`src/design/sda_pkg.sv`:
```
// Shared constants and types for the stereo downmix averager.
package sda_pkg;

	localparam int SAMPLE_W         = 16;
	localparam int CFG_W            = 4;
	localparam int MAX_CHANNELS_DEF = 8;
	localparam int MIN_CHANNELS     = 2;

	localparam logic [CFG_W-1:0]    CFG_RESET = CFG_W'(2);
	localparam logic [SAMPLE_W-1:0] OUT_LIMIT = SAMPLE_W'(32767);

	typedef enum logic [2:0] {
		ST_IDLE,
		ST_LEFT_GO,
		ST_LEFT_WAIT,
		ST_RIGHT_GO,
		ST_RIGHT_WAIT,
		ST_EMIT
	} sda_state_t;

endpackage

```
`src/design/sda_if.sv`:
```
// Channel interfaces: input samples, output stereo pairs and the config write.
interface sda_sample_if;
	logic                                valid;
	logic                                ready;
	logic signed [sda_pkg::SAMPLE_W-1:0] sample;

	modport source (output valid, output sample, input ready);
	modport sink   (input valid, input sample, output ready);
endinterface

interface sda_pair_if;
	logic                                valid;
	logic                                ready;
	logic signed [sda_pkg::SAMPLE_W-1:0] left_out;
	logic signed [sda_pkg::SAMPLE_W-1:0] right_out;

	modport source (output valid, output left_out, output right_out, input ready);
	modport sink   (input valid, input left_out, input right_out, output ready);
endinterface

interface sda_cfg_if;
	logic                           valid;
	logic                           ready;
	logic [sda_pkg::CFG_W-1:0]      channel_count;

	modport source (output valid, output channel_count, input ready);
	modport sink   (input valid, input channel_count, output ready);
endinterface

```
`src/design/sda_divider.sv`:
```
// Restoring divider, one quotient bit per cycle, unsigned operands.
module sda_divider #(
	parameter int DVD_W = 18,
	parameter int DSR_W = 3
) (
	input  logic             clk,
	input  logic             arst_n,
	input  logic             start,
	input  logic [DVD_W-1:0] dividend,
	input  logic [DSR_W-1:0] divisor,
	output logic             done,
	output logic [DVD_W-1:0] quotient
);

	localparam int CNT_W = $clog2(DVD_W + 1);

	logic             busy_q;
	logic             done_q;
	logic [CNT_W-1:0] cnt_q;
	logic [DSR_W-1:0] rem_q;
	logic [DVD_W-1:0] quo_q;
	logic [DSR_W:0]   rem_shift;
	logic             fits;

	// quo_q starts as the dividend and fills with quotient bits from the bottom
	assign rem_shift = {rem_q, quo_q[DVD_W-1]};
	assign fits      = rem_shift >= {1'b0, divisor};

	always_ff @(posedge clk or negedge arst_n) begin
		if (!arst_n) begin
			busy_q <= 1'b0;
			done_q <= 1'b0;
			cnt_q  <= '0;
		end else begin
			done_q <= 1'b0;
			if (start) begin
				busy_q <= 1'b1;
				cnt_q  <= CNT_W'(DVD_W);
			end else if (busy_q) begin
				cnt_q <= cnt_q - CNT_W'(1);
				if (cnt_q == CNT_W'(1)) begin
					busy_q <= 1'b0;
					done_q <= 1'b1;
				end
			end
		end
	end

	always_ff @(posedge clk) begin
		if (start) begin
			rem_q <= '0;
			quo_q <= dividend;
		end else if (busy_q) begin
			if (fits) begin
				rem_q <= DSR_W'(rem_shift - {1'b0, divisor});
			end else begin
				rem_q <= rem_shift[DSR_W-1:0];
			end
			quo_q <= {quo_q[DVD_W-2:0], fits};
		end
	end

	assign done     = done_q;
	assign quotient = quo_q;

endmodule

```
`src/design/stereo_downmix_averager.sv`:
```
// Stereo downmix averager: interleaved PCM samples in, averaged stereo pairs out.
//
// Channels: samples (sink) takes one signed 16-bit sample per request; pairs
// (source) delivers one left/right pair per completed frame; cfg (sink) writes
// channel_count and is always ready. Write cfg only while the block is idle.
// Samples at even frame positions go to the left sum, odd ones to the right.
// Values 0 and 1 of channel_count act as 2, values above MAX_CHANNELS as the max.
// A sample that does not end a frame leaves the block idle, so samples stays
// ready. The sample that ends a frame starts the division: one shared
// restoring divider makes one quotient bit per cycle and runs once per side,
// first for the left sum, then for the right (SUM_W = 18 at the default
// MAX_CHANNELS of 8); the pair is then loaded into the output register.
// The quotient is truncated toward zero and clamped to +/-32767.
// The output register lets the next frame accumulate while a pair waits; if the
// receiver still stalls when the following pair is due, the block holds it and
// takes no samples until the register frees.
// Reset clears the sums, the frame position, the output valid flag and sets
// channel_count to 2.
module stereo_downmix_averager #(
	parameter int MAX_CHANNELS = sda_pkg::MAX_CHANNELS_DEF
) (
	input  logic          clk,
	input  logic          arst_n,
	sda_sample_if.sink    samples,
	sda_pair_if.source    pairs,
	sda_cfg_if.sink       cfg
);

	localparam int SW     = sda_pkg::SAMPLE_W;
	localparam int POS_W  = $clog2(MAX_CHANNELS + 1);
	localparam int PIDX_W = $clog2(MAX_CHANNELS);
	localparam int DIV_W  = POS_W - 1;
	localparam int SUM_W  = SW + $clog2((MAX_CHANNELS + 1) / 2);

	sda_pkg::sda_state_t state_q, state_d;

	logic [sda_pkg::CFG_W-1:0] cfg_q;
	logic [PIDX_W-1:0]         pos_q;
	logic signed [SUM_W-1:0]   left_sum_q;
	logic signed [SUM_W-1:0]   right_sum_q;
	logic signed [SW-1:0]      left_res_q;
	logic signed [SW-1:0]      right_res_q;
	logic                      out_valid_q;
	logic signed [SW-1:0]      left_out_q;
	logic signed [SW-1:0]      right_out_q;

	logic [POS_W-1:0] eff_count;
	logic [DIV_W-1:0] divisor;
	logic [POS_W-1:0] pos_next;
	logic             accept;
	logic             frame_end;
	logic             div_start;
	logic             div_done;
	logic [SUM_W-1:0] div_dividend;
	logic [SUM_W-1:0] div_quotient;
	logic [SUM_W-1:0] left_mag;
	logic [SUM_W-1:0] right_mag;
	logic             out_load;
	logic             out_free;

	// Quotient magnitude and sign back to a clamped signed sample
	function automatic logic [SW-1:0] to_sample(input logic [SUM_W-1:0] mag,
						    input logic neg);
		logic [SW-1:0] lim;
		begin
			lim = (mag > SUM_W'(sda_pkg::OUT_LIMIT)) ? sda_pkg::OUT_LIMIT : SW'(mag);
			to_sample = neg ? SW'(-lim) : lim;
		end
	endfunction

	always_comb begin
		if (int'(cfg_q) > MAX_CHANNELS) begin
			eff_count = POS_W'(MAX_CHANNELS);
		end else if (int'(cfg_q) < sda_pkg::MIN_CHANNELS) begin
			eff_count = POS_W'(sda_pkg::MIN_CHANNELS);
		end else begin
			eff_count = POS_W'(cfg_q);
		end
	end

	assign divisor   = eff_count[POS_W-1:1];
	assign pos_next  = POS_W'(pos_q) + POS_W'(1);
	assign accept    = samples.valid && samples.ready;
	assign frame_end = pos_next >= eff_count;

	assign left_mag  = left_sum_q[SUM_W-1]  ? SUM_W'(-left_sum_q)  : SUM_W'(left_sum_q);
	assign right_mag = right_sum_q[SUM_W-1] ? SUM_W'(-right_sum_q) : SUM_W'(right_sum_q);

	assign out_free = !out_valid_q || pairs.ready;

	always_comb begin
		state_d      = state_q;
		div_start    = 1'b0;
		div_dividend = left_mag;
		out_load     = 1'b0;
		unique case (state_q)
			sda_pkg::ST_IDLE: begin
				if (accept && frame_end) begin
					state_d = sda_pkg::ST_LEFT_GO;
				end
			end
			sda_pkg::ST_LEFT_GO: begin
				div_start = 1'b1;
				state_d   = sda_pkg::ST_LEFT_WAIT;
			end
			sda_pkg::ST_LEFT_WAIT: begin
				if (div_done) begin
					state_d = sda_pkg::ST_RIGHT_GO;
				end
			end
			sda_pkg::ST_RIGHT_GO: begin
				div_start    = 1'b1;
				div_dividend = right_mag;
				state_d      = sda_pkg::ST_RIGHT_WAIT;
			end
			sda_pkg::ST_RIGHT_WAIT: begin
				if (div_done) begin
					state_d = sda_pkg::ST_EMIT;
				end
			end
			sda_pkg::ST_EMIT: begin
				if (out_free) begin
					out_load = 1'b1;
					state_d  = sda_pkg::ST_IDLE;
				end
			end
			default: begin
				state_d = sda_pkg::ST_IDLE;
			end
		endcase
	end

	always_ff @(posedge clk or negedge arst_n) begin
		if (!arst_n) begin
			state_q <= sda_pkg::ST_IDLE;
		end else begin
			state_q <= state_d;
		end
	end

	always_ff @(posedge clk or negedge arst_n) begin
		if (!arst_n) begin
			cfg_q <= sda_pkg::CFG_RESET;
		end else if (cfg.valid && cfg.ready) begin
			cfg_q <= cfg.channel_count;
		end
	end

	// Sums are held through the division and cleared once the pair is loaded
	always_ff @(posedge clk or negedge arst_n) begin
		if (!arst_n) begin
			pos_q       <= '0;
			left_sum_q  <= '0;
			right_sum_q <= '0;
		end else if (out_load) begin
			left_sum_q  <= '0;
			right_sum_q <= '0;
		end else if (accept) begin
			pos_q <= frame_end ? '0 : PIDX_W'(pos_next);
			if (!pos_q[0]) begin
				left_sum_q <= left_sum_q + SUM_W'(samples.sample);
			end else begin
				right_sum_q <= right_sum_q + SUM_W'(samples.sample);
			end
		end
	end

	always_ff @(posedge clk) begin
		if (div_done && state_q == sda_pkg::ST_LEFT_WAIT) begin
			left_res_q <= to_sample(div_quotient, left_sum_q[SUM_W-1]);
		end
		if (div_done && state_q == sda_pkg::ST_RIGHT_WAIT) begin
			right_res_q <= to_sample(div_quotient, right_sum_q[SUM_W-1]);
		end
	end

	always_ff @(posedge clk or negedge arst_n) begin
		if (!arst_n) begin
			out_valid_q <= 1'b0;
		end else if (out_load) begin
			out_valid_q <= 1'b1;
		end else if (pairs.ready) begin
			out_valid_q <= 1'b0;
		end
	end

	always_ff @(posedge clk) begin
		if (out_load) begin
			left_out_q  <= left_res_q;
			right_out_q <= right_res_q;
		end
	end

	sda_divider #(
		.DVD_W (SUM_W),
		.DSR_W (DIV_W)
	) u_div (
		.clk      (clk),
		.arst_n   (arst_n),
		.start    (div_start),
		.dividend (div_dividend),
		.divisor  (divisor),
		.done     (div_done),
		.quotient (div_quotient)
	);

	assign samples.ready   = state_q == sda_pkg::ST_IDLE;
	assign cfg.ready       = 1'b1;
	assign pairs.valid     = out_valid_q;
	assign pairs.left_out  = left_out_q;
	assign pairs.right_out = right_out_q;

endmodule
```
`src/flat_wrapper.sv`:
```
// flat-port wrapper written by rule: the top's interface ports become plain ports
module stereo_downmix_averager_flat 
#(
	parameter int MAX_CHANNELS = sda_pkg::MAX_CHANNELS_DEF
)
  (clk, arst_n, samples_valid, samples_sample, samples_ready, pairs_valid, pairs_left_out, pairs_right_out, pairs_ready, cfg_valid, cfg_channel_count, cfg_ready);
  sda_sample_if samples_i ();
  sda_pair_if pairs_i ();
  sda_cfg_if cfg_i ();
  input  logic clk;
  input  logic arst_n;
  input wire logic [$bits(samples_i.valid)-1:0] samples_valid;
  input wire logic [$bits(samples_i.sample)-1:0] samples_sample;
  output wire logic [$bits(samples_i.ready)-1:0] samples_ready;
  output wire logic [$bits(pairs_i.valid)-1:0] pairs_valid;
  output wire logic [$bits(pairs_i.left_out)-1:0] pairs_left_out;
  output wire logic [$bits(pairs_i.right_out)-1:0] pairs_right_out;
  input wire logic [$bits(pairs_i.ready)-1:0] pairs_ready;
  input wire logic [$bits(cfg_i.valid)-1:0] cfg_valid;
  input wire logic [$bits(cfg_i.channel_count)-1:0] cfg_channel_count;
  output wire logic [$bits(cfg_i.ready)-1:0] cfg_ready;
  assign samples_i.valid = samples_valid;
  assign samples_i.sample = samples_sample;
  assign samples_ready = samples_i.ready;
  assign pairs_valid = pairs_i.valid;
  assign pairs_left_out = pairs_i.left_out;
  assign pairs_right_out = pairs_i.right_out;
  assign pairs_i.ready = pairs_ready;
  assign cfg_i.valid = cfg_valid;
  assign cfg_i.channel_count = cfg_channel_count;
  assign cfg_ready = cfg_i.ready;
  stereo_downmix_averager #(.MAX_CHANNELS(MAX_CHANNELS)) u_core (.clk(clk), .arst_n(arst_n), .samples(samples_i), .pairs(pairs_i), .cfg(cfg_i));
endmodule
```
`config.mk`:
```
export PLATFORM = sky130hd
export DESIGN_NAME = stereo_downmix_averager_flat
export DESIGN_NICKNAME = d
export VERILOG_FILES = /design/src/design/sda_pkg.sv /design/src/design/sda_if.sv /design/src/design/sda_divider.sv /design/src/design/stereo_downmix_averager.sv /design/src/flat_wrapper.sv
export SDC_FILE = /design/constraint.sdc
export NUM_CORES = 1
export LEC_CHECK = 0
export BUFFER_PORTS_ARGS = -buffer_cell sky130_fd_sc_hd__buf_2
export CAP_MARGIN = 5
export CORE_MARGIN = 8
export CORE_UTILIZATION = 55
export CTS_BUF_LIST = sky130_fd_sc_hd__clkbuf_8
export DETAILED_ROUTE_END_ITERATION = 10
export GPL_TIMING_DRIVEN = 0
export PLACE_DENSITY = 0.74
export SLEW_MARGIN = 20
export SYNTH_ARGS = -nofsm -noshare
export SYNTH_HDL_FRONTEND = slang
export SYNTH_SLANG_ARGS = --single-unit
export TNS_END_PERCENT = 30
```
`constraint.sdc`:
```
create_clock -name clk -period 2.7 [get_ports clk]
set_input_delay 0.135 -clock clk [delete_from_list [all_inputs] [get_ports clk]]
set_output_delay 0.135 -clock clk [all_outputs]
set_load 0.01 [all_outputs]
```
==> results.yml, run 1 <==
clocking:
  clk_latency_ns: 0.46
  clk_pin_slew_ns: 0.08
  cts-root-to-sink-buffers: 2
  cts_buffers: 17
  cts_root_buf: "clkbuf_8"
  htreeDepth: 4
  cts_tree: "built"
  clkSinkCount: 139
global_routing:
  grt_use_total_pct: 20.4
  grt_max_degree: 55
  antenna_found_initial: 0
  grt_pass1_vias: 6500
  grt_first_pass_wirelength_mm: 32.1
  overflow: 0
floorplan:
  row_count: 45
  ioPinCount: 60
  start_util_pct: 55.4
  die_w_um: 139
  fp.coreArea_um2: 15000
  fp.dieArea_um2: 19300
  die_height_um: 139
worst_setup_path:
  r2r-end: "u_core.left_res_q[15]$_DFFE_PP_"
  end_kind: "flip-flop"
  reg2reg_slack_ns: 0.06
  critPathTopFamily: "simple AND/OR/NAND/NOR gates"
  critPathSlowestCell: "edfxtp_1"
  worstSetupStartpointType: "flip-flop"
  worst_ep_required_time_ns: 2.90
  path_buf_inv: 0
  reg2reg_from: "u_core.u_div.quotient[17]$_DFFE_PP_"
  worstRegToRegCells: 7
  critPathArrivalTime_ns: 2.83
  path_cells: "or3_1, or4_1, nor3_2, nand2_1, nor3_2, nor3b_2, nor2_1"
  crit_path_max_fanout: 5
  crit_path_max_incr_delay_ns: 0.48
  path_class: "reg -> reg"
  crit_top_cell: "nor3_2"
min_path:
  hold_path_class: "in -> reg"
  whs_path_depth: 4
  hp-start: "samples_sample[0]"
  whs_endpoint: "u_core.left_sum_q[0]$_DFFE_PN0P_"
timing:
  final-setup-viol-count: 0
  drv_slew: 0
  period_minus_slack_ns: 2.64
  grt_setup_unrepaired: "true"
  relSlewSlack_pct: 42.5
  finalHoldViolations: 0
  fmax_ghz: 0.379
  worst-slew-pin-transition_ns: 0.859
  post-route-period-util_pct: 97.6
  finClkSkew_ns: 0.0128
  layout_setup_ws_ns: 0.0642
synthesis:
  synth.distinct_cells: 62
  yosys_warnings: 0
  synth_cells: 828
  ys_ff_latch: 139
  ys.flop_type: "edfxtp_1"
  synthesis.nets: 903
  syn_area_um2: 8300
  synth-edff-count: 82
  syn-mean-instance-area_um2: 10.0
  async_reset_ff_share_pct: 38.8
  yosysSeqAreaShare_pct: 46.7
detailed_routing:
  vias: 6660
  drt_wl_total_mm: 19.5
  detail-route-antenna-nets: 0
  dr.pass1.iters: 5
  viasPerCell: 5.95
  drc: 0
  drtIter0Drc: 481
  post_drt_wl_per_cell_um: 17.4
power_and_ir_drop:
  leakage_nw: 3.74
  power.density_nw_per_um2: 461
  total_power_mw: 4.36
  max-vdd-ir-drop_mv: 0.261
status:
  status: "finished, final reports clean"
run:
  maxCapViolCount: 0
cells_and_area:
  area_growth_pct: 14.0
  final-instance-count-excl-fill: 1120
  nets: 994
  antenna_cells: 0
  layout-drive-gt1-share_pct: 13.2
placement:
  post-place-cells: 1074
  port_buffers: 58
  gp_congestion: 0.898
  post-dp-hpwl_mm: 14.4
  post-place-ws_ns: -0.297
worst max path at each step:
stage	end	slack, ns	start	depth (start not counted)
floorplan	u_core.right_sum_q[16]$_DFFE_PN0P_	0.18	u_core.right_sum_q[0]$_DFFE_PN0P_	9
detailed placement	u_core.right_sum_q[16]$_DFFE_PN0P_	-0.30	u_core.right_sum_q[0]$_DFFE_PN0P_	9
global route	u_core.left_res_q[15]$_DFFE_PP_	-0.09	u_core.u_div.quotient[17]$_DFFE_PP_	7
finish	u_core.left_res_q[15]$_DFFE_PP_	0.06	u_core.u_div.quotient[17]$_DFFE_PP_	7
CTS	u_core.right_sum_q[16]$_DFFE_PN0P_	0.03	u_core.right_sum_q[0]$_DFFE_PN0P_	9
global placement	u_core.right_sum_q[16]$_DFFE_PN0P_	-0.24	u_core.right_sum_q[0]$_DFFE_PN0P_	9
power breakdown:
group | switching (mW) | internal (mW)
logic | 0.286 | 0.220
clock network | 0.843 | 0.721
registers | 0.0361 | 2.26
total | 1.16 | 3.20
kinds of logic (layout without fill, tap and decap cells):
kind of cell | after synthesis | count (layout) | share of synthesized area (%)
adder cells (fa/ha/maj) | 50 | 50 | 7.81
other | 1 | 1 | 0.0452
multiplexers | 14 | 14 | 1.73
flip-flops | 139 | 139 | 46.7
XOR/XNOR | 66 | 66 | 6.96
buffers and inverters | 56 | 160 | 2.68
AO/OA/AOI/OAI | 236 | 236 | 18.6
AND/OR/NAND/NOR | 266 | 266 | 15.5
per-layer routing:
layer / up-vias / share of wire [%] / global-route usage, %
met5: - / 0 / 0
li1: 3285 / - / -
met4: 0 / 2.9 / 9.53
met2: 183 / 47 / 33.0
met3: 45 / 5.6 / 4.30
met1: 3147 / 44 / 25.9
flip-flops by register name, summed over array words and instances, names as in the netlist:
name                    cells
u_core.left_res_q          16
u_core.cfg_q                4
u_core.pos_q                3
u_core.u_div.rem_q          3
u_core.u_div.busy_q         1
u_core.u_div.cnt_q          5
u_core.right_res_q         16
u_core.pairs.right_out     16
u_core.u_div.quotient      18
u_core.pairs.valid          1
u_core.right_sum_q         18
u_core.pairs.left_out      16
u_core.state_q              3
u_core.u_div.done           1
u_core.left_sum_q          18
cell type report:
cell class / count / area, µm²
Timing Repair Buffer: 72 / 430
Buffer: 34 / 141
Sequential cell: 139 / 3880
Fill cell: 1237 / 5510
Multi-Input combinational cell: 633 / 4340
Tap cell: 188 / 235
Clock buffer: 17 / 234
Inverter: 22 / 82.6
Clock inverter: 15 / 128
worst register-to-register path: stages, from the launching register on:
cell	delay [ns]
edfxtp_1	0.48
or3_1	0.45
or4_1	0.48
nor3_2	0.19
nand2_1	0.17
nor3_2	0.29
nor3b_2	0.26
nor2_1	0.07
what timing repair did:
| item | CTS | global route |
|---|---|---|
| gates resized for setup | 11 | 19 |
| hold buffers | 13 | 0 |
| pin swaps | 1 | 4 |
| setup endpoints to repair | 11 | 17 |
| buffers inserted | 0 | 1 |
| endpoints found under the hold margin | 59 | 0 |
stage by stage:
| stage | hold WS (ns) | area (µm²) | TNS [ns] | utilization, % |
|---|---|---|---|---|
| after floorplan | -0.161 | 8300 | 0 | - |
| after global placement | 0.340 | 8830 | -0.786 | 58.9 |
| after detailed placement | 0.242 | 8830 | -0.978 | 59.0 |
| after CTS | 0.0284 | 9370 | 0 | 62.6 |
| after global routing | 0.0857 | 9470 | -0.403 | 63.2 |
| final | 0.0621 | 9470 | 0 | 63.2 |
cell usage in the layout (no fill, tap or decap), types with 7 or more instances in the layout:
cell	n
or4_1	7
a211oi_1	10
dlygate4sd3_1	13
nand2b_1	11
xor2_1	34
o21ai_0	93
and3_1	10
nor2b_1	8
buf_2	59
nand3_1	41
nand2_1	85
ha_1	46
nor2_1	53
nand4_1	7
edfxtp_1	82
nor3_1	14
mux2i_1	11
o311ai_0	16
a21oi_1	29
clkinvlp_4	7
inv_1	23
a31oi_1	7
clkbuf_8	17
dfrtp_1	52
clkbuf_1	30
o41ai_1	8
a21o_1	20
xnor2_1	32
o31ai_1	15
synth_stat cells, types with 5 or more instances:
| cell | number | area share, % |
|---|---|---|
| o21ai_0 | 95 | 5.7 |
| ha_1 | 47 | 7.1 |
| nor2_1 | 53 | 2.4 |
| xnor2_1 | 32 | 3.4 |
| nor4_1 | 5 | 0.38 |
| nand4_1 | 7 | 0.53 |
| clkbuf_1 | 31 | 1.4 |
| or4_1 | 7 | 0.63 |
| nand2_1 | 85 | 3.8 |
| a211oi_1 | 13 | 1.2 |
| nand2b_1 | 12 | 0.90 |
| inv_1 | 22 | 0.99 |
| and3_1 | 10 | 0.75 |
| o41ai_1 | 8 | 0.84 |
| o311ai_0 | 17 | 1.8 |
| xor2_1 | 34 | 3.6 |
| dfrtp_1 | 53 | 16 |
| nor2b_1 | 8 | 0.60 |
| a21o_1 | 20 | 1.8 |
| mux2i_1 | 11 | 1.3 |
| a31oi_1 | 7 | 0.53 |
| or3_1 | 6 | 0.45 |
| o31ai_1 | 16 | 1.4 |
| nor3_1 | 17 | 1.0 |
| nand3_1 | 41 | 2.5 |
| edfxtp_1 | 82 | 30 |
| a21oi_1 | 30 | 1.8 |
Power figures use the tool's default switching activity.
==> run 2: changes to the inputs <==
Settings changed: ABC_AREA set to 1, CORE_MARGIN 8 to not set.
==> run 2 against run 1 <==
Synthesized cell count rose by 36%; flip-flop and latch count stayed put; critical path depth rose by 4; final cell count is 29% higher; core utilization is 1.5 points higher; routed wire length grew 9.9%; critical endpoint is now u_core.left_res_q[8]$_DFFE_PP_; largest cell class unchanged.
==> results.yml, run 2 <==
detailed_routing:
  drc: 0
  post_drt_wl_per_cell_um: 14.9
  vias: 7848
  drt_wl_total_mm: 21.5
  dr.pass1.iters: 5
  viasPerCell: 5.44
  drtIter0Drc: 528
  detail-route-antenna-nets: 0
timing:
  drv_slew: 0
  relSlewSlack_pct: 44.4
  finalHoldViolations: 0
  worst-slew-pin-transition_ns: 0.832
  grt_setup_unrepaired: "false"
  layout_setup_ws_ns: 0.297
  finClkSkew_ns: 0.00894
  post-route-period-util_pct: 89.0
  period_minus_slack_ns: 2.40
  fmax_ghz: 0.416
  final-setup-viol-count: 0
clocking:
  cts_buffers: 17
  cts-root-to-sink-buffers: 2
  clk_latency_ns: 0.46
  clkSinkCount: 139
  cts_root_buf: "clkbuf_8"
  clk_pin_slew_ns: 0.08
  htreeDepth: 4
  cts_tree: "built"
power_and_ir_drop:
  combPwrFrac_pct: 49.1
  leakage_nw: 4.60
  power.density_nw_per_um2: 1110
  clockPowerShare_pct: 18.1
  seqPwrFrac_pct: 32.8
  max-vdd-ir-drop_mv: 0.466
  swShare_pct: 45.5
  p_switching_mw: 5.06
  internal_power_mw: 6.06
  total_power_mw: 11.1
cells_and_area:
  final_util_pct: 64.7
  layout-drive-gt1-share_pct: 11.2
  fillerInstances: 1376
  nets: 1293
  antenna_cells: 0
  area_growth_pct: 13.4
  final_cell_mix: "nand2_1, inv_1, nor2_1"
  final_common_cell: "nand2_1"
worst_setup_path:
  crit_path_max_fanout: 10
  worstSetupStartpointType: "flip-flop"
  path_buf_inv: 1
  critPathSlowestCell: "edfxtp_1"
  path_cells: "nor2_2, nand2_4, buf_6, nor2_1, ha_1, nand3_2, nor2_4, nand2_2, o21ai_1, nand3_1, o21ai_0"
  crit_path_max_incr_delay_ns: 0.45
  path_class: "reg -> reg"
  critPathTopFamily: "simple AND/OR/NAND/NOR gates"
  worst_ep_required_time_ns: 2.96
  end_kind: "flip-flop"
  critPathArrivalTime_ns: 2.66
synthesis:
  yosysSeqAreaShare_pct: 44.0
  synth.distinct_cells: 48
  yosys_warnings: 0
  synth-edff-count: 82
  syn_area_um2: 8800
  synthesis.nets: 1202
  synth_area_leaders: "edfxtp_1, dfrtp_1, nand2_1, ha_1, nand3_1"
  syn-mean-instance-area_um2: 7.81
  synth_top_area_cell: "edfxtp_1"
  ys_ff_latch: 139
  synth_most_common_cell: "nand2_1"
  synth_cells: 1127
  synth_top_area_share_pct: 28.0
  ys.flop_type: "edfxtp_1"
  synth.top_cells.by_count: "nand2_1, inv_1, nor2_1, nand3_1, o21ai_0"
  async_reset_ff_share_pct: 38.8
global_routing:
  antenna_found_initial: 0
  overflow: 0
  grt_max_degree: 55
  grt_use_total_pct: 28.2
  grt_pass1_vias: 7281
  grt_first_pass_wirelength_mm: 35.7
floorplan:
  fp.coreArea_um2: 15400
  ioPinCount: 60
  fp.dieArea_um2: 16500
  die_w_um: 129
  start_util_pct: 57.1
  row_count: 45
  die_height_um: 129
placement:
  post-place-ws_ns: 0.324
  post-dp-hpwl_mm: 16.4
  port_buffers: 58
  gp_congestion: 0.906
min_path:
  hold_path_class: "in -> reg"
run:
  maxCapViolCount: 0
status:
  status: "finished, final reports clean"
==> run 2: cell count changes in the layout (fill, tap and decap cells not counted), sizes merged, moves of 14 or more <==
cell	before	now
nand3	41	102
inv	26	122
clkbuf	47	27
o31ai	17	0
nor2	53	125
xnor2	32	1
nand3b	2	16
a21o	20	0
nand2	85	332
a21oi	30	51
o311ai	17	0
xor2	34	9
==> run 2: through the flow <==
stage                     area, µm²  hold slack, ns  cells  setup TNS [ns]
after floorplan                8800          -0.161   1127               0
after global placement         9360           0.336   1396           -2.66
after detailed placement       9370           0.239   1396               0
after CTS                      9980          0.0595   1442               0
after global routing           9980          0.0832   1442               0
final                          9980          0.0767   1442               0
==> run 2: layout make-up <==
| class | instances | area, µm² | share of cell area [%] |
|---|---|---|---|
| flip-flops and latches | 139 | 3870 | 38.8 |
| inverters | 116 | 435 | 4.36 |
| clock buffers | 17 | 234 | 2.34 |
| multi-input cells | 847 | 4380 | 43.8 |
| plain buffers | 25 | 129 | 1.29 |
| well taps | 211 | 264 | 2.64 |
| repair buffers | 72 | 433 | 4.34 |
| clock inverters | 15 | 236 | 2.37 |
==> run 2: layer usage <==
layer,up-vias,GRT usage (%),share of wire [%]
li1,3983,-,-
met1,3594,36.1,45
met2,227,48.0,48
met3,44,4.24,4.2
met4,0,11.3,2.5
met5,-,0,0
==> run 2: final timing paths <==
check,startpoint,end,slack (ns),cells past startpoint
max,u_core.u_div.quotient[17]$_DFFE_PP_,u_core.left_res_q[8]$_DFFE_PP_,0.30,11
min,samples_sample[0],u_core.right_sum_q[0]$_DFFE_PN0P_,0.08,4
max reg2reg,u_core.u_div.quotient[17]$_DFFE_PP_,u_core.left_res_q[8]$_DFFE_PP_,0.30,11
min reg2reg,u_core.right_res_q[1]$_DFFE_PP_,u_core.pairs.right_out[1]$_DFFE_PP_,0.42,0
max in group asynchronous,arst_n,u_core.u_div.cnt_q[2]$_DFFE_PN0P_,1.95,2
min in group asynchronous,arst_n,u_core.right_sum_q[16]$_DFFE_PN0P_,0.24,2
==> run 2: worst min-delay path, stage by stage <==
cell	delay [ns]
buf_2	0.12
ha_1	0.14
nand2_1	0.05
o21ai_0	0.06
==> run 2: kinds of logic after synthesis <==
family | synth area share [%]
AO/OA/AOI/OAI | 11.1
adder cells (fa/ha/maj) | 7.36
other | 0.0426
flip-flops | 44.0
buffers and inverters | 6.41
AND/OR/NAND/NOR | 30.0
XOR/XNOR | 0.995
==> run 2: timing repair <==
action                                  CTS  global route
endpoints found under the setup margin    0             0
hold buffers                             14             0
buffers inserted                          0             0
gates resized for setup                   0             0
endpoints found under the hold margin    58             0
==> run 2: power by group through the flow <==
stage / Combinational [mW] / Sequential, mW / Clock [mW]
finish: 5.46 / 3.64 / 2.01
global route: 6.24 / 3.72 / 2.13
CTS: 5.41 / 3.62 / 2.03
detailed placement: 5.35 / 3.66 / 0
global placement: 5.24 / 3.65 / 0
floorplan: 4.08 / 3.53 / 0
==> run 3: changes to the inputs <==
Settings changed: PLACE_DENSITY 0.74 to 0.76, SYNTH_HIERARCHICAL set to 1.
Clock period 2.7 ns to 2.1 ns, I/O delays scaled along.
==> run 3 against run 2 <==
Routed wire length rose by 5.2%; clock power rose by 16%; final area rose by 3.4%; combinational power rose by 45%; critical path type unchanged; maximum frequency rose by 18%; global-route usage rose by 0.36 points; power rose by 35%; clock skew rose by 0.0036 ns; non-clock buffer count rose by 11; area after synthesis rose by 1.2%; via count rose by 4.5%.
==> results.yml, run 3 <==
status:
  status: "finished, final reports clean"
detailed_routing:
  drt_wl_total_mm: 22.6
  drtIter0Drc: 605
  vias: 8200
  viasPerCell: 5.44
  dr.pass1.iters: 7
  detail-route-antenna-nets: 0
  drc: 0
  post_drt_wl_per_cell_um: 15.0
synthesis:
  yosys_warnings: 6
  yosysSeqAreaShare_pct: 43.5
  synth_cells: 1169
  async_reset_ff_share_pct: 38.8
  syn-mean-instance-area_um2: 7.62
  synth_top_area_cell: "edfxtp_1"
  synth.distinct_cells: 43
  synth-edff-count: 82
  synth.top_cells.by_count: "nand2_1, inv_1, nand3_1, nor2_1, edfxtp_1"
  ys_ff_latch: 139
  synth_most_common_cell: "nand2_1"
  synth_area_leaders: "edfxtp_1, nand2_1, dfrtp_1, ha_1, nand3_1"
  ys.flop_type: "edfxtp_1"
  syn_area_um2: 8910
  synthesis.nets: 1244
  synth_top_area_share_pct: 27.6
worst_setup_path:
  path_cells: "inv_2, ha_1, inv_1, nor3_4, nand2_2, o21ai_4, nand3_2, nand3_1, o21ai_0, nand2_1, nand2_1"
  crit_top_cell: "nand2_1"
  worstSetupStartpointType: "flip-flop"
  critPathTopFamily: "simple AND/OR/NAND/NOR gates"
  path_class: "reg -> reg"
  path_buf_inv: 2
  end_kind: "flip-flop"
  crit_path_max_incr_delay_ns: 0.42
  worst_ep_required_time_ns: 2.32
  critPathSlowestCell: "dfrtp_1"
  crit_path_max_fanout: 8
  critPathArrivalTime_ns: 2.26
cells_and_area:
  antenna_cells: 0
  final_area_um2: 10300
  final_cell_mix: "nand2_1, inv_1, nand3_1"
  final_common_cell: "nand2_1"
  final-instance-count-excl-fill: 1506
  area_growth_pct: 15.9
  nets: 1352
  layout-drive-gt1-share_pct: 14.9
clocking:
  htreeDepth: 4
  cts-root-to-sink-buffers: 2
  cts_buffers: 17
  clkSinkCount: 139
  cts_tree: "built"
  cts_root_buf: "clkbuf_8"
  clk_latency_ns: 0.46
  clk_pin_slew_ns: 0.09
power_and_ir_drop:
  power.density_nw_per_um2: 1450
  max-vdd-ir-drop_mv: 0.622
  leakage_nw: 4.92
global_routing:
  grt_max_degree: 55
  antenna_found_initial: 0
  overflow: 0
  grt_use_total_pct: 28.5
  grt_first_pass_wirelength_mm: 36.4
  grt_pass1_vias: 7574
timing:
  drv_slew: 0
  post-route-period-util_pct: 97.1
  finalHoldViolations: 0
  final-setup-viol-count: 0
  holdWs_ns: 0.0265
  fmax_ghz: 0.490
  relSlewSlack_pct: 40.8
  grt_setup_unrepaired: "true"
  period_minus_slack_ns: 2.04
  worst-slew-pin-transition_ns: 0.887
  finClkSkew_ns: 0.0125
  tns_ns: 0
floorplan:
  die_height_um: 129
  fp.coreArea_um2: 15800
  ioPinCount: 60
  start_util_pct: 56.3
  fp.dieArea_um2: 16700
  die_w_um: 129
  row_count: 46
placement:
  post-dp-hpwl_mm: 16.4
  gp_congestion: 0.974
  dpl_cell_area_um2: 9480
  port_buffers: 58
  post-place-cells: 1443
min_path:
  hold_path_class: "in -> reg"
run:
  maxCapViolCount: 0
## run 3: cell count changes after synthesis, moves of 5 or more
cell      change
nand2_1      +68
nand3b_1      -5
o22ai_1       +5
xnor2_1       +5
nor2_1       -22
nand3_1       +5
inv_1         +8
nand2_2       +5
inv_2         +6
o21ai_0      -16
a31oi_1       -6
o211ai_1      -5
clkbuf_1      -5
## run 3: tightest hold or removal path: stages
cell and delay, ns:
buf_2 0.09, nand2_1 0.08, inv_2 0.09, o21ai_0 0.08
## run 3: path summary, 6_finish.rpt
path                       cells past startpoint  slack (ns)                                    to                               from
max in group asynchronous                      2        1.38      u_core/left_sum_q[2]$_DFFE_PN0P_                             arst_n
hold / removal                                 4        0.03           u_core/pos_q[1]$_DFFE_PN0P_                      samples_valid
setup reg to reg                              11        0.06   u_core/u_div/quotient[14]$_DFFE_PP_  u_core/right_sum_q[1]$_DFFE_PN0P_
setup / recovery                              11        0.06   u_core/u_div/quotient[14]$_DFFE_PP_  u_core/right_sum_q[1]$_DFFE_PN0P_
min in group asynchronous                      2        0.21    u_core/right_sum_q[10]$_DFFE_PN0P_                             arst_n
hold reg to reg                                0        0.42  u_core/pairs.right_out[10]$_DFFE_PP_   u_core/right_res_q[10]$_DFFE_PP_
## run 3: layout make-up
cell class / instances / area (µm²)
Multi-Input combinational cell: 880 / 4590
Clock buffer: 17 / 234
Tap cell: 216 / 270
Fill cell: 1349 / 5500
Sequential cell: 139 / 3870
Clock inverter: 15 / 189
Timing Repair Buffer: 87 / 543
Buffer: 21 / 129
Inverter: 131 / 492
## run 3: kinds of logic after synthesis
kind of cell	Yosys count	share of synthesized area [%]
XOR/XNOR	11	1.08
buffers and inverters	152	6.84
flip-flops	139	43.5
AND/OR/NAND/NOR	659	31.8
adder cells (fa/ha/maj)	50	7.28
other	1	0.0421
AO/OA/AOI/OAI	157	9.41
## run 3: where the power goes
| group | switching [mW] | internal, mW | leakage (nW) | total, mW |
|---|---|---|---|---|
| sequential | 0.853 | 3.84 | 1.47 | 4.70 |
| combinational | 5.12 | 2.81 | 3.24 | 7.94 |
| clock | 1.14 | 1.20 | 0.207 | 2.34 |
## run 3: layer usage
metal	vias to the layer above	part of all wire, %	wire (µm)	GRT usage [%]
li1	4093	-	-	-
met5	-	0	0	0
met3	67	6.1	1390	3.76
met2	325	49	11000	49.3
met1	3715	42	9450	35.6
met4	0	3.5	782	13.2
## run 3: what timing repair did
action,CTS,global route
hold buffers,13,0
endpoints found under the setup margin,60,57
pin swaps,3,14
gates resized for setup,11,28
buffers inserted,4,12
endpoints found under the hold margin,57,0
gates cloned,2,0
## run 3: metrics by stage
step                      setup WS [ns]  util, %  power (mW)
after floorplan                   0.195        -        10.1
after global placement           -0.304     59.9        11.8
after detailed placement         -0.278     59.9        12.0
after CTS                       0.00670     64.0        14.5
after global routing            -0.0925     65.2        16.3
final                            0.0609     65.2        15.0
